## src/rtl/core/sjnq_pkg.sv

```systemverilog
// ----------------------------------------------------------------------------
// sjnq_pkg
// Types and constants shared by the shortest-job-next / FIFO request queue.
// ----------------------------------------------------------------------------
`default_nettype none

package sjnq_pkg;

    localparam int unsigned DEPTH_DEFAULT = 16;
    localparam int unsigned ID_W          = 32;
    localparam int unsigned LEN_W         = 32;
    localparam int unsigned ENTRY_W       = ID_W + LEN_W;
    localparam int unsigned CAP_W         = 5;
    localparam int unsigned OCC_W         = 5;
    localparam int unsigned CFG_IDX_W     = 1;

    localparam logic [CAP_W-1:0] CAPACITY_RESET = 5'd16;

    localparam logic [CFG_IDX_W-1:0] REG_SJN_MODE = 1'b0;
    localparam logic [CFG_IDX_W-1:0] REG_CAPACITY = 1'b1;

    localparam logic KIND_ADD  = 1'b0;
    localparam logic KIND_TAKE = 1'b1;

    typedef enum logic [1:0] {
        ST_ACCEPTED = 2'd0,
        ST_REJECTED = 2'd1,
        ST_TAKEN    = 2'd2,
        ST_EMPTY    = 2'd3
    } t_status;

    typedef enum logic [2:0] {
        S_IDLE,
        S_TAKE,
        S_SCAN,
        S_SHIFT,
        S_DONE
    } t_seq_state;

    typedef struct packed {
        logic              kind;
        logic [ID_W-1:0]   request_id;
        logic [LEN_W-1:0]  job_length;
    } t_req;

    typedef struct packed {
        t_status           status;
        logic [ID_W-1:0]   out_request_id;
        logic [LEN_W-1:0]  out_job_length;
        logic [OCC_W-1:0]  occupancy;
    } t_rsp;

endpackage

`default_nettype wire

```

## src/rtl/core/sjnq_ram.sv

```systemverilog
// ----------------------------------------------------------------------------
// sjnq_ram
// Entry store: one write port, one read port with registered read data.
// ----------------------------------------------------------------------------
`default_nettype none

module sjnq_ram import sjnq_pkg::*; #(
    parameter int unsigned DEPTH = DEPTH_DEFAULT,
    localparam int unsigned AW   = $clog2(DEPTH)
) (
    input  wire logic               i_clk,
    input  wire logic               i_we,
    input  wire logic [AW-1:0]      i_waddr,
    input  wire logic [ENTRY_W-1:0] i_wdata,
    input  wire logic               i_re,
    input  wire logic [AW-1:0]      i_raddr,
    output logic      [ENTRY_W-1:0] o_rdata
);

    logic [ENTRY_W-1:0] r_mem [DEPTH];
    logic [ENTRY_W-1:0] r_rdata;

    always_ff @(posedge i_clk) begin
        if (i_we) begin
            r_mem[i_waddr] <= i_wdata;
        end
    end

    always_ff @(posedge i_clk) begin
        if (i_re) begin
            r_rdata <= r_mem[i_raddr];
        end
    end

    assign o_rdata = r_rdata;

endmodule

`default_nettype wire

```

## src/rtl/core/sjnq_seq.sv

```systemverilog
// ----------------------------------------------------------------------------
// sjnq_seq
// Queue sequencer: ring pointers, compare-scan for the insert point and a
// pipelined one-slot shift, all through the single entry store port pair.
// ----------------------------------------------------------------------------
`default_nettype none

module sjnq_seq import sjnq_pkg::*; #(
    parameter int unsigned DEPTH = DEPTH_DEFAULT,
    localparam int unsigned AW   = $clog2(DEPTH),
    localparam int unsigned CW   = $clog2(DEPTH + 1),
    localparam int unsigned LW   = (CW > CAP_W) ? CW : CAP_W
) (
    input  wire logic             i_clk,
    input  wire logic             i_rst_n,
    input  wire logic             i_start,
    input  wire t_req             i_req,
    input  wire logic             i_sjn_mode,
    input  wire logic [CAP_W-1:0] i_capacity,
    input  wire logic             i_res_take,
    output logic                  o_idle,
    output logic                  o_res_valid,
    output t_rsp                  o_res
);

    t_seq_state         r_state, n_state;
    logic [AW-1:0]      r_head, n_head;
    logic [AW-1:0]      r_tail, n_tail;
    logic [CW-1:0]      r_count, n_count;
    logic [ID_W-1:0]    r_id, n_id;
    logic [LEN_W-1:0]   r_len, n_len;
    logic [AW-1:0]      r_raddr, n_raddr;
    logic [CW-1:0]      r_rk, n_rk;
    logic [CW-1:0]      r_ck, n_ck;
    logic               r_dv, n_dv;
    logic [AW-1:0]      r_src, n_src;
    logic [AW-1:0]      r_dst, n_dst;
    logic [CW-1:0]      r_left, n_left;
    logic               r_sdv, n_sdv;
    t_rsp               r_res, n_res;

    logic               ram_we;
    logic [AW-1:0]      ram_waddr;
    logic [ENTRY_W-1:0] ram_wdata;
    logic               ram_re;
    logic [AW-1:0]      ram_raddr;
    logic [ENTRY_W-1:0] ram_rdata;

    logic [LW-1:0]      cap_ext;
    logic [LW-1:0]      limit;
    logic               full;
    logic [CW-1:0]      count_inc;
    logic [CW-1:0]      count_dec;

    function automatic logic [AW-1:0] ring_inc(input logic [AW-1:0] p);
        return (p == AW'(DEPTH - 1)) ? '0 : p + AW'(1);
    endfunction

    function automatic logic [AW-1:0] ring_dec(input logic [AW-1:0] p);
        return (p == '0) ? AW'(DEPTH - 1) : p - AW'(1);
    endfunction

    sjnq_ram #(
        .DEPTH (DEPTH)
    ) u_ram (
        .i_clk   (i_clk),
        .i_we    (ram_we),
        .i_waddr (ram_waddr),
        .i_wdata (ram_wdata),
        .i_re    (ram_re),
        .i_raddr (ram_raddr),
        .o_rdata (ram_rdata)
    );

    assign cap_ext   = LW'(i_capacity);
    assign limit     = (cap_ext > LW'(DEPTH)) ? LW'(DEPTH) : cap_ext;
    assign full      = (LW'(r_count) >= limit);
    assign count_inc = r_count + CW'(1);
    assign count_dec = r_count - CW'(1);

    always_ff @(posedge i_clk) begin
        if (!i_rst_n) begin
            r_state <= S_IDLE;
            r_head  <= '0;
            r_tail  <= '0;
            r_count <= '0;
            r_dv    <= 1'b0;
            r_sdv   <= 1'b0;
        end else begin
            r_state <= n_state;
            r_head  <= n_head;
            r_tail  <= n_tail;
            r_count <= n_count;
            r_dv    <= n_dv;
            r_sdv   <= n_sdv;
        end
    end

    always_ff @(posedge i_clk) begin
        r_id    <= n_id;
        r_len   <= n_len;
        r_raddr <= n_raddr;
        r_rk    <= n_rk;
        r_ck    <= n_ck;
        r_src   <= n_src;
        r_dst   <= n_dst;
        r_left  <= n_left;
        r_res   <= n_res;
    end

    always_comb begin
        n_state   = r_state;
        n_head    = r_head;
        n_tail    = r_tail;
        n_count   = r_count;
        n_id      = r_id;
        n_len     = r_len;
        n_raddr   = r_raddr;
        n_rk      = r_rk;
        n_ck      = r_ck;
        n_dv      = 1'b0;
        n_src     = r_src;
        n_dst     = r_dst;
        n_left    = r_left;
        n_sdv     = 1'b0;
        n_res     = r_res;
        ram_we    = 1'b0;
        ram_waddr = r_tail;
        ram_wdata = {r_id, r_len};
        ram_re    = 1'b0;
        ram_raddr = r_raddr;

        unique case (r_state)
            S_IDLE: begin
                if (i_start) begin
                    n_id  = i_req.request_id;
                    n_len = i_req.job_length;
                    n_res.out_request_id = '0;
                    n_res.out_job_length = '0;
                    n_res.occupancy      = OCC_W'(r_count);
                    if (i_req.kind == KIND_TAKE) begin
                        if (r_count == '0) begin
                            n_res.status = ST_EMPTY;
                            n_state      = S_DONE;
                        end else begin
                            ram_re    = 1'b1;
                            ram_raddr = r_head;
                            n_state   = S_TAKE;
                        end
                    end else if (full) begin
                        n_res.status         = ST_REJECTED;
                        n_res.out_request_id = i_req.request_id;
                        n_res.out_job_length = i_req.job_length;
                        n_state              = S_DONE;
                    end else if (!i_sjn_mode || (r_count == '0)) begin
                        ram_we          = 1'b1;
                        ram_waddr       = r_tail;
                        ram_wdata       = {i_req.request_id, i_req.job_length};
                        n_tail          = ring_inc(r_tail);
                        n_count         = count_inc;
                        n_res.status    = ST_ACCEPTED;
                        n_res.occupancy = OCC_W'(count_inc);
                        n_state         = S_DONE;
                    end else begin
                        n_raddr = r_head;
                        n_rk    = '0;
                        n_state = S_SCAN;
                    end
                end
            end
            S_TAKE: begin
                n_res.status         = ST_TAKEN;
                n_res.out_request_id = ram_rdata[ENTRY_W-1:LEN_W];
                n_res.out_job_length = ram_rdata[LEN_W-1:0];
                n_res.occupancy      = OCC_W'(count_dec);
                n_head               = ring_inc(r_head);
                n_count              = count_dec;
                n_state              = S_DONE;
            end
            S_SCAN: begin
                // read of slot k overlaps the compare of slot k-1
                if (r_rk < r_count) begin
                    ram_re    = 1'b1;
                    ram_raddr = r_raddr;
                    n_raddr   = ring_inc(r_raddr);
                    n_rk      = r_rk + CW'(1);
                    n_dv      = 1'b1;
                end
                n_ck = r_rk;
                if (r_dv) begin
                    if (r_len < ram_rdata[LEN_W-1:0]) begin
                        n_left  = r_count - r_ck;
                        n_src   = ring_dec(r_tail);
                        n_dst   = r_tail;
                        n_dv    = 1'b0;
                        n_state = S_SHIFT;
                    end else if (r_ck == count_dec) begin
                        n_left  = '0;
                        n_src   = ring_dec(r_tail);
                        n_dst   = r_tail;
                        n_dv    = 1'b0;
                        n_state = S_SHIFT;
                    end
                end
            end
            S_SHIFT: begin
                // read slot k-1 while writing the previous read into its new slot
                if (r_left != '0) begin
                    ram_re    = 1'b1;
                    ram_raddr = r_src;
                    n_src     = ring_dec(r_src);
                    n_left    = r_left - CW'(1);
                    n_sdv     = 1'b1;
                end
                if (r_sdv) begin
                    ram_we    = 1'b1;
                    ram_waddr = r_dst;
                    ram_wdata = ram_rdata;
                    n_dst     = ring_dec(r_dst);
                end else if (r_left == '0) begin
                    ram_we               = 1'b1;
                    ram_waddr            = r_dst;
                    ram_wdata            = {r_id, r_len};
                    n_tail               = ring_inc(r_tail);
                    n_count              = count_inc;
                    n_res.status         = ST_ACCEPTED;
                    n_res.out_request_id = '0;
                    n_res.out_job_length = '0;
                    n_res.occupancy      = OCC_W'(count_inc);
                    n_state              = S_DONE;
                end
            end
            S_DONE: begin
                if (i_res_take) begin
                    n_state = S_IDLE;
                end
            end
            default: begin
                n_state = S_IDLE;
            end
        endcase
    end

    assign o_idle      = (r_state == S_IDLE);
    assign o_res_valid = (r_state == S_DONE);
    assign o_res       = r_res;

endmodule

`default_nettype wire

```

## src/rtl/core/sjn_or_fifo_request_queue.sv

```systemverilog
// ----------------------------------------------------------------------------
// sjn_or_fifo_request_queue
// Bounded request queue, first-in-first-out or shortest-job-next order.
// ----------------------------------------------------------------------------
// One request beat at a time; every beat gives one response beat. A reject,
// a take on empty and an add in FIFO mode or into an empty queue are
// answered from the idle state; a take first reads the head slot. An SJN add
// into a non-empty queue runs a pipelined compare scan from the head for the
// insert point, then a one-slot-per-cycle shift from the tail that moves
// every entry at or behind that point (nothing moves when it goes last),
// both through the single read and single write port of the entry store.
// The request side is ready again once the response loads into the output
// register, provided that register is free or its beat is being taken.
// The store needs no clearing after reset. A finished response waits in the
// output register while the next request is taken.
// ----------------------------------------------------------------------------
`default_nettype none

module sjn_or_fifo_request_queue import sjnq_pkg::*; #(
    parameter int unsigned DEPTH = DEPTH_DEFAULT
) (
    input  wire logic                 i_clk,
    input  wire logic                 i_rst_n,
    input  wire logic                 i_req_valid,
    output logic                      o_req_ready,
    input  wire t_req                 i_req,
    output logic                      o_rsp_valid,
    input  wire logic                 i_rsp_ready,
    output t_rsp                      o_rsp,
    input  wire logic                 i_cfg_we,
    input  wire logic [CFG_IDX_W-1:0] i_cfg_idx,
    input  wire logic [CAP_W-1:0]     i_cfg_wdata
);

    logic             r_sjn_mode;
    logic [CAP_W-1:0] r_capacity;
    logic             r_ovalid;
    t_rsp             r_out;

    logic             seq_idle;
    logic             seq_res_valid;
    t_rsp             seq_res;
    logic             start;
    logic             res_take;

    always_ff @(posedge i_clk) begin
        if (!i_rst_n) begin
            r_sjn_mode <= 1'b0;
            r_capacity <= CAPACITY_RESET;
        end else if (i_cfg_we) begin
            unique case (i_cfg_idx)
                REG_SJN_MODE: r_sjn_mode <= i_cfg_wdata[0];
                REG_CAPACITY: r_capacity <= i_cfg_wdata;
                default:      r_sjn_mode <= r_sjn_mode;
            endcase
        end
    end

    assign o_req_ready = seq_idle;
    assign start       = i_req_valid && seq_idle;
    assign res_take    = seq_res_valid && (!r_ovalid || i_rsp_ready);

    sjnq_seq #(
        .DEPTH (DEPTH)
    ) u_seq (
        .i_clk       (i_clk),
        .i_rst_n     (i_rst_n),
        .i_start     (start),
        .i_req       (i_req),
        .i_sjn_mode  (r_sjn_mode),
        .i_capacity  (r_capacity),
        .i_res_take  (res_take),
        .o_idle      (seq_idle),
        .o_res_valid (seq_res_valid),
        .o_res       (seq_res)
    );

    always_ff @(posedge i_clk) begin
        if (!i_rst_n) begin
            r_ovalid <= 1'b0;
        end else if (res_take) begin
            r_ovalid <= 1'b1;
        end else if (i_rsp_ready) begin
            r_ovalid <= 1'b0;
        end
    end

    always_ff @(posedge i_clk) begin
        if (res_take) begin
            r_out <= seq_res;
        end
    end

    assign o_rsp_valid = r_ovalid;
    assign o_rsp       = r_out;

`ifndef SYNTHESIS
    a_empty_occ: assert property (@(posedge i_clk) disable iff (!i_rst_n)
        (o_rsp_valid && (o_rsp.status == ST_EMPTY)) |-> (o_rsp.occupancy == '0))
        else $error("empty response with nonzero occupancy");

    a_zero_fields: assert property (@(posedge i_clk) disable iff (!i_rst_n)
        (o_rsp_valid && ((o_rsp.status == ST_ACCEPTED) || (o_rsp.status == ST_EMPTY)))
        |-> ((o_rsp.out_request_id == '0) && (o_rsp.out_job_length == '0)))
        else $error("accepted or empty response carries payload");

    a_occ_bound: assert property (@(posedge i_clk) disable iff (!i_rst_n)
        o_rsp_valid |-> (int'(o_rsp.occupancy) <= DEPTH))
        else $error("occupancy beyond depth");

    a_accept_occ: assert property (@(posedge i_clk) disable iff (!i_rst_n)
        (o_rsp_valid && (o_rsp.status == ST_ACCEPTED)) |-> (o_rsp.occupancy != '0))
        else $error("accepted beat leaves queue empty");
`endif

endmodule

`default_nettype wire

```

## config.mk

```make
export PLATFORM = sky130hd
export DESIGN_NAME = sjn_or_fifo_request_queue
export DESIGN_NICKNAME = d
export VERILOG_FILES = /design/src/rtl/core/sjnq_pkg.sv /design/src/rtl/core/sjnq_ram.sv /design/src/rtl/core/sjnq_seq.sv /design/src/rtl/core/sjn_or_fifo_request_queue.sv
export SDC_FILE = /design/constraint.sdc
export NUM_CORES = 2
export LEC_CHECK = 0
export BUFFER_PORTS_ARGS = -buffer_cell sky130_fd_sc_hd__buf_2
export CELL_PAD_IN_SITES_DETAIL_PLACEMENT = 0
export CELL_PAD_IN_SITES_GLOBAL_PLACEMENT = 1
export CORE_MARGIN = 4
export CORE_UTILIZATION = 45
export CTS_CLUSTER_DIAMETER = 80
export DETAILED_ROUTE_END_ITERATION = 7
export HOLD_SLACK_MARGIN = 0.08
export PLACE_DENSITY = 0.75
export SETUP_SLACK_MARGIN = 0.4
export SYNTH_ARGS = -nofsm -noshare
export SYNTH_HDL_FRONTEND = slang
export SYNTH_SLANG_ARGS = --single-unit
```

## constraint.sdc

```tcl
create_clock -name i_clk -period 9.7 [get_ports i_clk]
set_input_delay 1.455 -clock i_clk [delete_from_list [all_inputs] [get_ports i_clk]]
set_output_delay 1.455 -clock i_clk [all_outputs]
set_load 0.02 [all_outputs]
```

# Yosys cells after proc, flatten, opt, wreduce, memory -nomap -nowiden
# Memory sizes are Yosys's and may differ from the RTL's. A register that Yosys moved wholly into a read port is not among the register bits.
# Index checks and enable logic that the tools add are counted.
# classes
add_sub_neg	11
magnitude_cmp	4
eq_ne	23
mux	104
bitwise_logic	1
reduce_logical	31
# ops
cell	count
$mux W64	6
$mux W71	3
$pmux W71 S3	1
$mux W4	32
$pmux W64 S2	1
$mux W5	16
$mux W69	1
$pmux W4 S2	5
$mux W3	11
$lt A32 B32 Y1	1
$pmux W5 S2	2
$mux W1	18
$reduce_and A6 Y1	3
$ne A2 B1 Y1 const B	8
$pmux W3 S5	1
$pmux W5 S3	1
$add A4 B1 Y4 const B	3
$eq A4 B4 Y1 const B	3
$logic_not A4 Y1	3
$reduce_and A4 Y1	3
$sub A4 B1 Y4 const B	3
$add A5 B1 Y5 const B	2
$logic_not A5 Y1	2
$reduce_and A2 Y1	5
26 further kinds	40
# totals
ff_bits	258
mem_bits_rw	1024
inputBits	76
word_cells	200
mem_count	1
# memory_table
memory	words	word_bits	read_ports	rd_clocked_by_memory_dff	wr	line	source
u_seq.u_ram.r_mem	16	64	1	1	1	sjnq_ram.sv:20	logic [ENTRY_W-1:0] r_mem [DEPTH];

# Logic depth before layout (Yosys ltp)
# logic_depth
ltp_word	9
ltp_mapped	15

# By module
# Synthesis repeated with hierarchy kept, for this count alone.
# hier_totals
hier_cells	2586
hier_area_um2	52502.9
# by_module_without_submodules
mod	instances	cells_per_inst	area_each_um2
sjnq_ram	1	1647	40223.6
sjnq_seq	1	837	9863.2
sjn_or_fifo_request_queue	1	102	2416.1

# Worst setup path before layout
# Ideal clock, no wire load.
# synth_timing
path_type	input-to-reg
start	in i_req_valid
end	mem u_seq.u_ram.r_mem[4][0] (netlist bit), enable pin
arrival_time_ns	7.054
required_time_ns	9.213
path_slack_ns	2.159
stages	6
path_buffers	2
path_cell_list	nand2_1 inv_2 clkbuf_1 clkbuf_1 a31oi_1 nor2_1
# synth_via
elab_chain_cells	5
# synth_lines
element	line	source
from (decl)	sjn_or_fifo_request_queue.sv:24	input wire logic i_req_valid,
$logic_and A1 B1 Y1	sjn_or_fifo_request_queue.sv:60	assign start = i_req_valid && seq_idle;
$mux W1	sjnq_seq.sv:135	if (i_start) begin
$pmux W1 S2	sjnq_seq.sv:133	unique case (r_state)
$mux W1	sjnq_ram.sv:24	if (i_we) begin
$mux W1 (implied by the code)	sjnq_ram.sv:25	r_mem[i_waddr] <= i_wdata;
to (decl)	sjnq_ram.sv:20	
# No other way between the ends.

# Worst setup path after layout
# layout_timing
start	reg u_seq.r_count[0]
end	reg u_seq.u_ram.r_rdata[11], in the netlist u_seq.u_ram.o_rdata[11], read port of u_seq.u_ram.r_mem, data pin
# layout_via
elab_chain_cells	5
# layout_lines
element	line	source
from (decl)	sjnq_seq.sv:29	logic [CW-1:0] r_count, n_count;
from (signal assigned)	sjnq_seq.sv:93	r_count <= n_count;
parallel branches: the longest is 5 deep, another holds $lt A5 B5 Y1	n/a	
to (decl)	sjnq_ram.sv:21	logic [ENTRY_W-1:0] r_rdata;
# Parallel ways; which one is timed is not known.
# A chain may end at the register's enable or synchronous reset.

==> load_flow_metrics.sql <==
INSERT INTO impl_metrics (metric_group, metric, value, unit) VALUES
('outcome', 'status', 'completed', ''),
('placed_design', 'port-buffer-count', '148', ''),
('timing', 'layout_worst_path_cycle_share', '0.5913', ''),
('drt', 'route.detailed.vias_per_inst', '5.997', ''),
('drt', 'finalWirelength', '146400', 'µm'),
('clocking', 'cts_buffer_depth', '3', ''),
('clocking', 'clock-sinks', '1346', ''),
('power', 'power.share.combinational', '0.208', ''),
('clocking', 'ctsRootBufferMaster', 'sky130_fd_sc_hd__clkbuf_16', ''),
('power', 'internal_power', '11630', 'µW'),
('timing', 'finClkSkew', '0.03573', 'ns'),
('placed_design', 'gpl.final_weighted_congestion', '0.8298', ''),
('cells_and_area', 'most-common-layout-cells', '1,321 x sky130_fd_sc_hd__edfxtp_1, 817 x sky130_fd_sc_hd__nand2_1, 255 x sky130_fd_sc_hd__nand3_1, 148 x sky130_fd_sc_hd__buf_2, 141 x sky130_fd_sc_hd__clkbuf_16', ''),
('synthesis', 'postSynthNetCount', '3830', ''),
('synthesis', 'synth-edff-count', '1321', ''),
('clocking', 'cts-buffers-inserted', '138', ''),
('synthesis', 'ys_seq_elements', '1346', ''),
('timing', 'final.min_clock_period', '5.735', 'ns'),
('floorplan', 'floorplan.initialDensity', '0.4536', ''),
('worst_setup_path', 'start_kind', 'register', ''),
('power', 'leakage_power_of_the_design', '0.02112', 'µW'),
('run', 'drv_cap', '0', ''),
('clocking', 'cts_tree', 'built', ''),
('clocking', 'cts-hold-fix-buffers', '0', ''),
('synthesis', 'ys_dominant_reg_cell', 'sky130_fd_sc_hd__edfxtp_1', ''),
('synthesis', 'synth.avg_cell_area', '14.49', 'µm²'),
('clocking', 'worst_skew_pair.late_latency', '0.75', 'ns'),
('cells_and_area', 'layout_commonest_cell', 'sky130_fd_sc_hd__edfxtp_1', ''),
('floorplan', 'die_height', '353.0', 'µm'),
('grt', 'overflow', '0', ''),
('drt', 'drt_drc_violations_left', '0', ''),
('timing', 'drv_slew', '0', ''),
('worst_setup_path', 'crit_required', '10.26', 'ns'),
('timing', 'finalSetupViolCount', '0', ''),
('drt', 'postRouteAntennaNets', '0', ''),
('floorplan', 'core-area', '118100', 'µm²'),
('synthesis', 'async_flop_share', '0', ''),
('timing', 'timing_hold_violations_final', '0', ''),
('floorplan', 'io-pin-count', '149', ''),
('clocking', 'setup_repair_bufs_after_cts', '0', ''),
('synthesis', 'post_synth_instance_area', '53560', 'µm²'),
('drt', 'route.vias.total', '32800', ''),
('power', 'p_sw_frac', '0.3000', ''),
('cells_and_area', 'flow.area_growth_from_synthesis', '12.91', '%'),
('floorplan', 'fp.dieArea', '124600', 'µm²'),
('grt', 'grt_pass1_wl', '214000', 'µm'),
('grt', 'pin_count_of_the_biggest_net_entering_global_routing', '181', ''),
('hold_path', 'hp-class', 'reg -> reg', ''),
('clocking', 'clkSlewWorstSetupHoldPaths', '0.06', 'ns'),
('drt', 'detail_route.wl_per_cell', '26.77', 'µm'),
('worst_setup_path', 'end_kind', 'register', ''),
('grt', 'grt_util_all_layers', '0.2303', ''),
('synthesis', 'synth.lib_cells_used.distinct', '76', ''),
('timing', 'fmaxAchievable', '0.1744', 'GHz'),
('synthesis', 'ys_warn_count', '0', ''),
('power', 'share_clk_of_total_power', '0.315', ''),
('cells_and_area', 'instances_no_fill', '5470', ''),
('placed_design', 'detailedPlacementHpwl', '75270', 'µm'),
('grt', 'number_of_antenna_violations_at_the_first_check_in_global_routing', '10', ''),
('worst_setup_path', 'crit_fanout', '180', ''),
('timing', 'grt_setup_unrepaired', 'no', ''),
('worst_setup_path', 'critPathArrivalTime', '6.30', 'ns'),
('power', 'power_frac_seq', '0.477', ''),
('cells_and_area', 'post_route_cells_drive_above_1_share', '0.1183', ''),
('clocking', 'cts_htree_levels', '4', ''),
('floorplan', 'die_width', '353.0', 'µm'),
('clocking', 'postCtsResizedCells', '0', ''),
('cells_and_area', 'num-nets-final', '3962', ''),
('drt', 'dr.pass1.iters', '6', ''),
('synthesis', 'synthCells', '3696', ''),
('timing', 'fin_tns_setup', '0', 'ns'),
('timing', 'slew_headroom', '0.1950', ''),
('worst_setup_path', 'critical_path_type', 'reg -> reg', ''),
('synthesis', 'synth_seq_area_share', '0.7500', ''),
('grt', 'first_global_vias', '31750', ''),
('placed_design', 'placed_cells', '5224', ''),
('power', 'total_switching_power', '4985', 'µW'),
('drt', 'dr.first_iter.drc_count', '4044', ''),
('power', 'power_per_cell_area', '274.8', 'nW/µm²'),
('power', 'power.ir.vdd_worst', '0.1864', 'mV'),
('timing', 'tightestPinTransition', '1.208', 'ns'),
('floorplan', 'num_rows', '126', '');
-- metrics by stage --
step / util / total power, µW / cell area [µm²] / hold slack, ns / setup WS [ns]
after floorplan: - / 10150 / 53560 / 0.4003 / 2.159
after global placement: 0.4748 / 11410 / 56060 / 0.4018 / 3.846
after CTS: 0.5121 / 16680 / 60470 / 0.4175 / 4.014
after detailed placement: 0.4748 / 11480 / 56060 / 0.4045 / 3.764
after global routing: 0.5121 / 17260 / 60470 / 0.4218 / 3.695
final: 0.5121 / 16620 / 60470 / 0.4164 / 3.965
-- critical path, cell delays in order, from the launching register on --
cell and delay [ns]:
sky130_fd_sc_hd__dfxtp_1 0.36, sky130_fd_sc_hd__inv_1 0.18, sky130_fd_sc_hd__ha_1 0.37, sky130_fd_sc_hd__or4b_1 0.61, sky130_fd_sc_hd__and3_1 0.39, sky130_fd_sc_hd__a221oi_4 0.38, sky130_fd_sc_hd__buf_12 0.65, sky130_fd_sc_hd__buf_4 0.69
sky130_fd_sc_hd__buf_4 0.73, sky130_fd_sc_hd__a21oi_1 0.16, sky130_fd_sc_hd__a22o_1 0.27, sky130_fd_sc_hd__a22o_1 0.22, sky130_fd_sc_hd__a211oi_1 0.22
-- worst paths after layout --
check                                            to  slack [ns]                     startpoint  cells past startpoint
setup reg to reg  u_seq.u_ram.o_rdata[11]$_DFFE_PP_        3.96  u_seq.r_count[0]$_SDFFE_PN0P_                     12
setup / recovery  u_seq.u_ram.o_rdata[11]$_DFFE_PP_        3.96  u_seq.r_count[0]$_SDFFE_PN0P_                     12
hold reg to reg                 o_rsp[32]$_DFFE_PP_        0.42      u_seq.o_res[32]$_DFFE_PP_                      0
hold / removal                  o_rsp[32]$_DFFE_PP_        0.42      u_seq.o_res[32]$_DFFE_PP_                      0
-- cells by family (layout without fill, tap and decap cells) --
kind of cell,count (synthesis),in the layout,share of synthesized area
fa+ha+maj,58,58,0.01369
buf+inv,284,520,0.02252
xor+xnor,26,26,0.004252
simple gates,1322,1322,0.1082
flops,1346,1346,0.7500
other cells,0,2,0
compound gates,539,539,0.07847
mux,121,121,0.02292
-- sequential cells by signal, summed over array words and instances (netlist names), 32 cells and up --
name / count
u_seq.o_res: 71
o_rsp: 71
u_seq.u_ram.r_mem: 1024
u_seq.r_id: 32
u_seq.r_len: 32
u_seq.u_ram.o_rdata: 64
-- layer usage --
metal | track usage | vias to the layer above | wire, µm
met5 | 0 | - | 26
met3 | 0.03600 | 233 | 12590
li1 | - | 14390 | -
met2 | 0.3667 | 1582 | 67930
met1 | 0.3322 | 16590 | 62490
met4 | 0.06328 | 4 | 3403
-- cell usage after synthesis, types with 4 or more instances --
library cell	instances	area [µm²]
sky130_fd_sc_hd__a211oi_1	16	120.1
sky130_fd_sc_hd__a21o_1	19	142.6
sky130_fd_sc_hd__a21oi_1	115	575.6
sky130_fd_sc_hd__a221o_1	66	660.6
sky130_fd_sc_hd__a22o_1	90	788.3
sky130_fd_sc_hd__a311oi_1	4	35.03
sky130_fd_sc_hd__a31oi_1	10	62.56
sky130_fd_sc_hd__a32oi_1	102	893.4
sky130_fd_sc_hd__and2_1	6	37.54
sky130_fd_sc_hd__and3_1	70	437.9
sky130_fd_sc_hd__buf_1	21	78.83
sky130_fd_sc_hd__buf_2	61	305.3
sky130_fd_sc_hd__buf_4	11	82.58
sky130_fd_sc_hd__clkbuf_1	124	465.5
sky130_fd_sc_hd__dfxtp_1	25	500.5
sky130_fd_sc_hd__edfxtp_1	1321	39670
sky130_fd_sc_hd__ha_1	57	713.2
sky130_fd_sc_hd__inv_1	61	229.0
sky130_fd_sc_hd__mux2_2	13	146.4
sky130_fd_sc_hd__mux2i_1	108	1081
sky130_fd_sc_hd__nand2_1	818	3070
sky130_fd_sc_hd__nand2b_1	8	50.05
sky130_fd_sc_hd__nand3_1	255	1276
sky130_fd_sc_hd__nand3b_1	4	30.03
sky130_fd_sc_hd__nand4_1	58	362.9
sky130_fd_sc_hd__nor2_1	58	217.7
sky130_fd_sc_hd__nor2b_1	10	62.56
sky130_fd_sc_hd__nor3_1	15	75.07
sky130_fd_sc_hd__o2111ai_1	13	113.9
sky130_fd_sc_hd__o211ai_1	9	67.56
sky130_fd_sc_hd__o21ai_0	24	120.1
sky130_fd_sc_hd__o22ai_1	24	150.1
sky130_fd_sc_hd__o22ai_2	7	87.58
sky130_fd_sc_hd__o31ai_1	4	30.03
sky130_fd_sc_hd__xnor2_1	20	175.2
sky130_fd_sc_hd__xor2_1	6	52.55
-- cell type report --
cell class / count / area (µm²)
Inverter: 64 / 242.7
Timing Repair Buffer: 212 / 1284
Clock inverter: 65 / 693.2
Antenna cell: 2 / 5.005
Clock buffer: 179 / 3711
Tap cell: 1536 / 1922
Sequential cell: 1346 / 40170
Multi-Input combinational cell: 2066 / 12450
Fill cell: 9708 / 57610
-- power groups by stage --
stage	combinational [µW]	sequential [µW]	clock, µW
final	3460	7930	5230
after floorplan	2060	8090	0
after CTS	3450	7920	5310
after global placement	3380	8030	0
after global routing	3730	7970	5550
after detailed placement	3440	8030	0
Power figures use the tool's default switching activity.
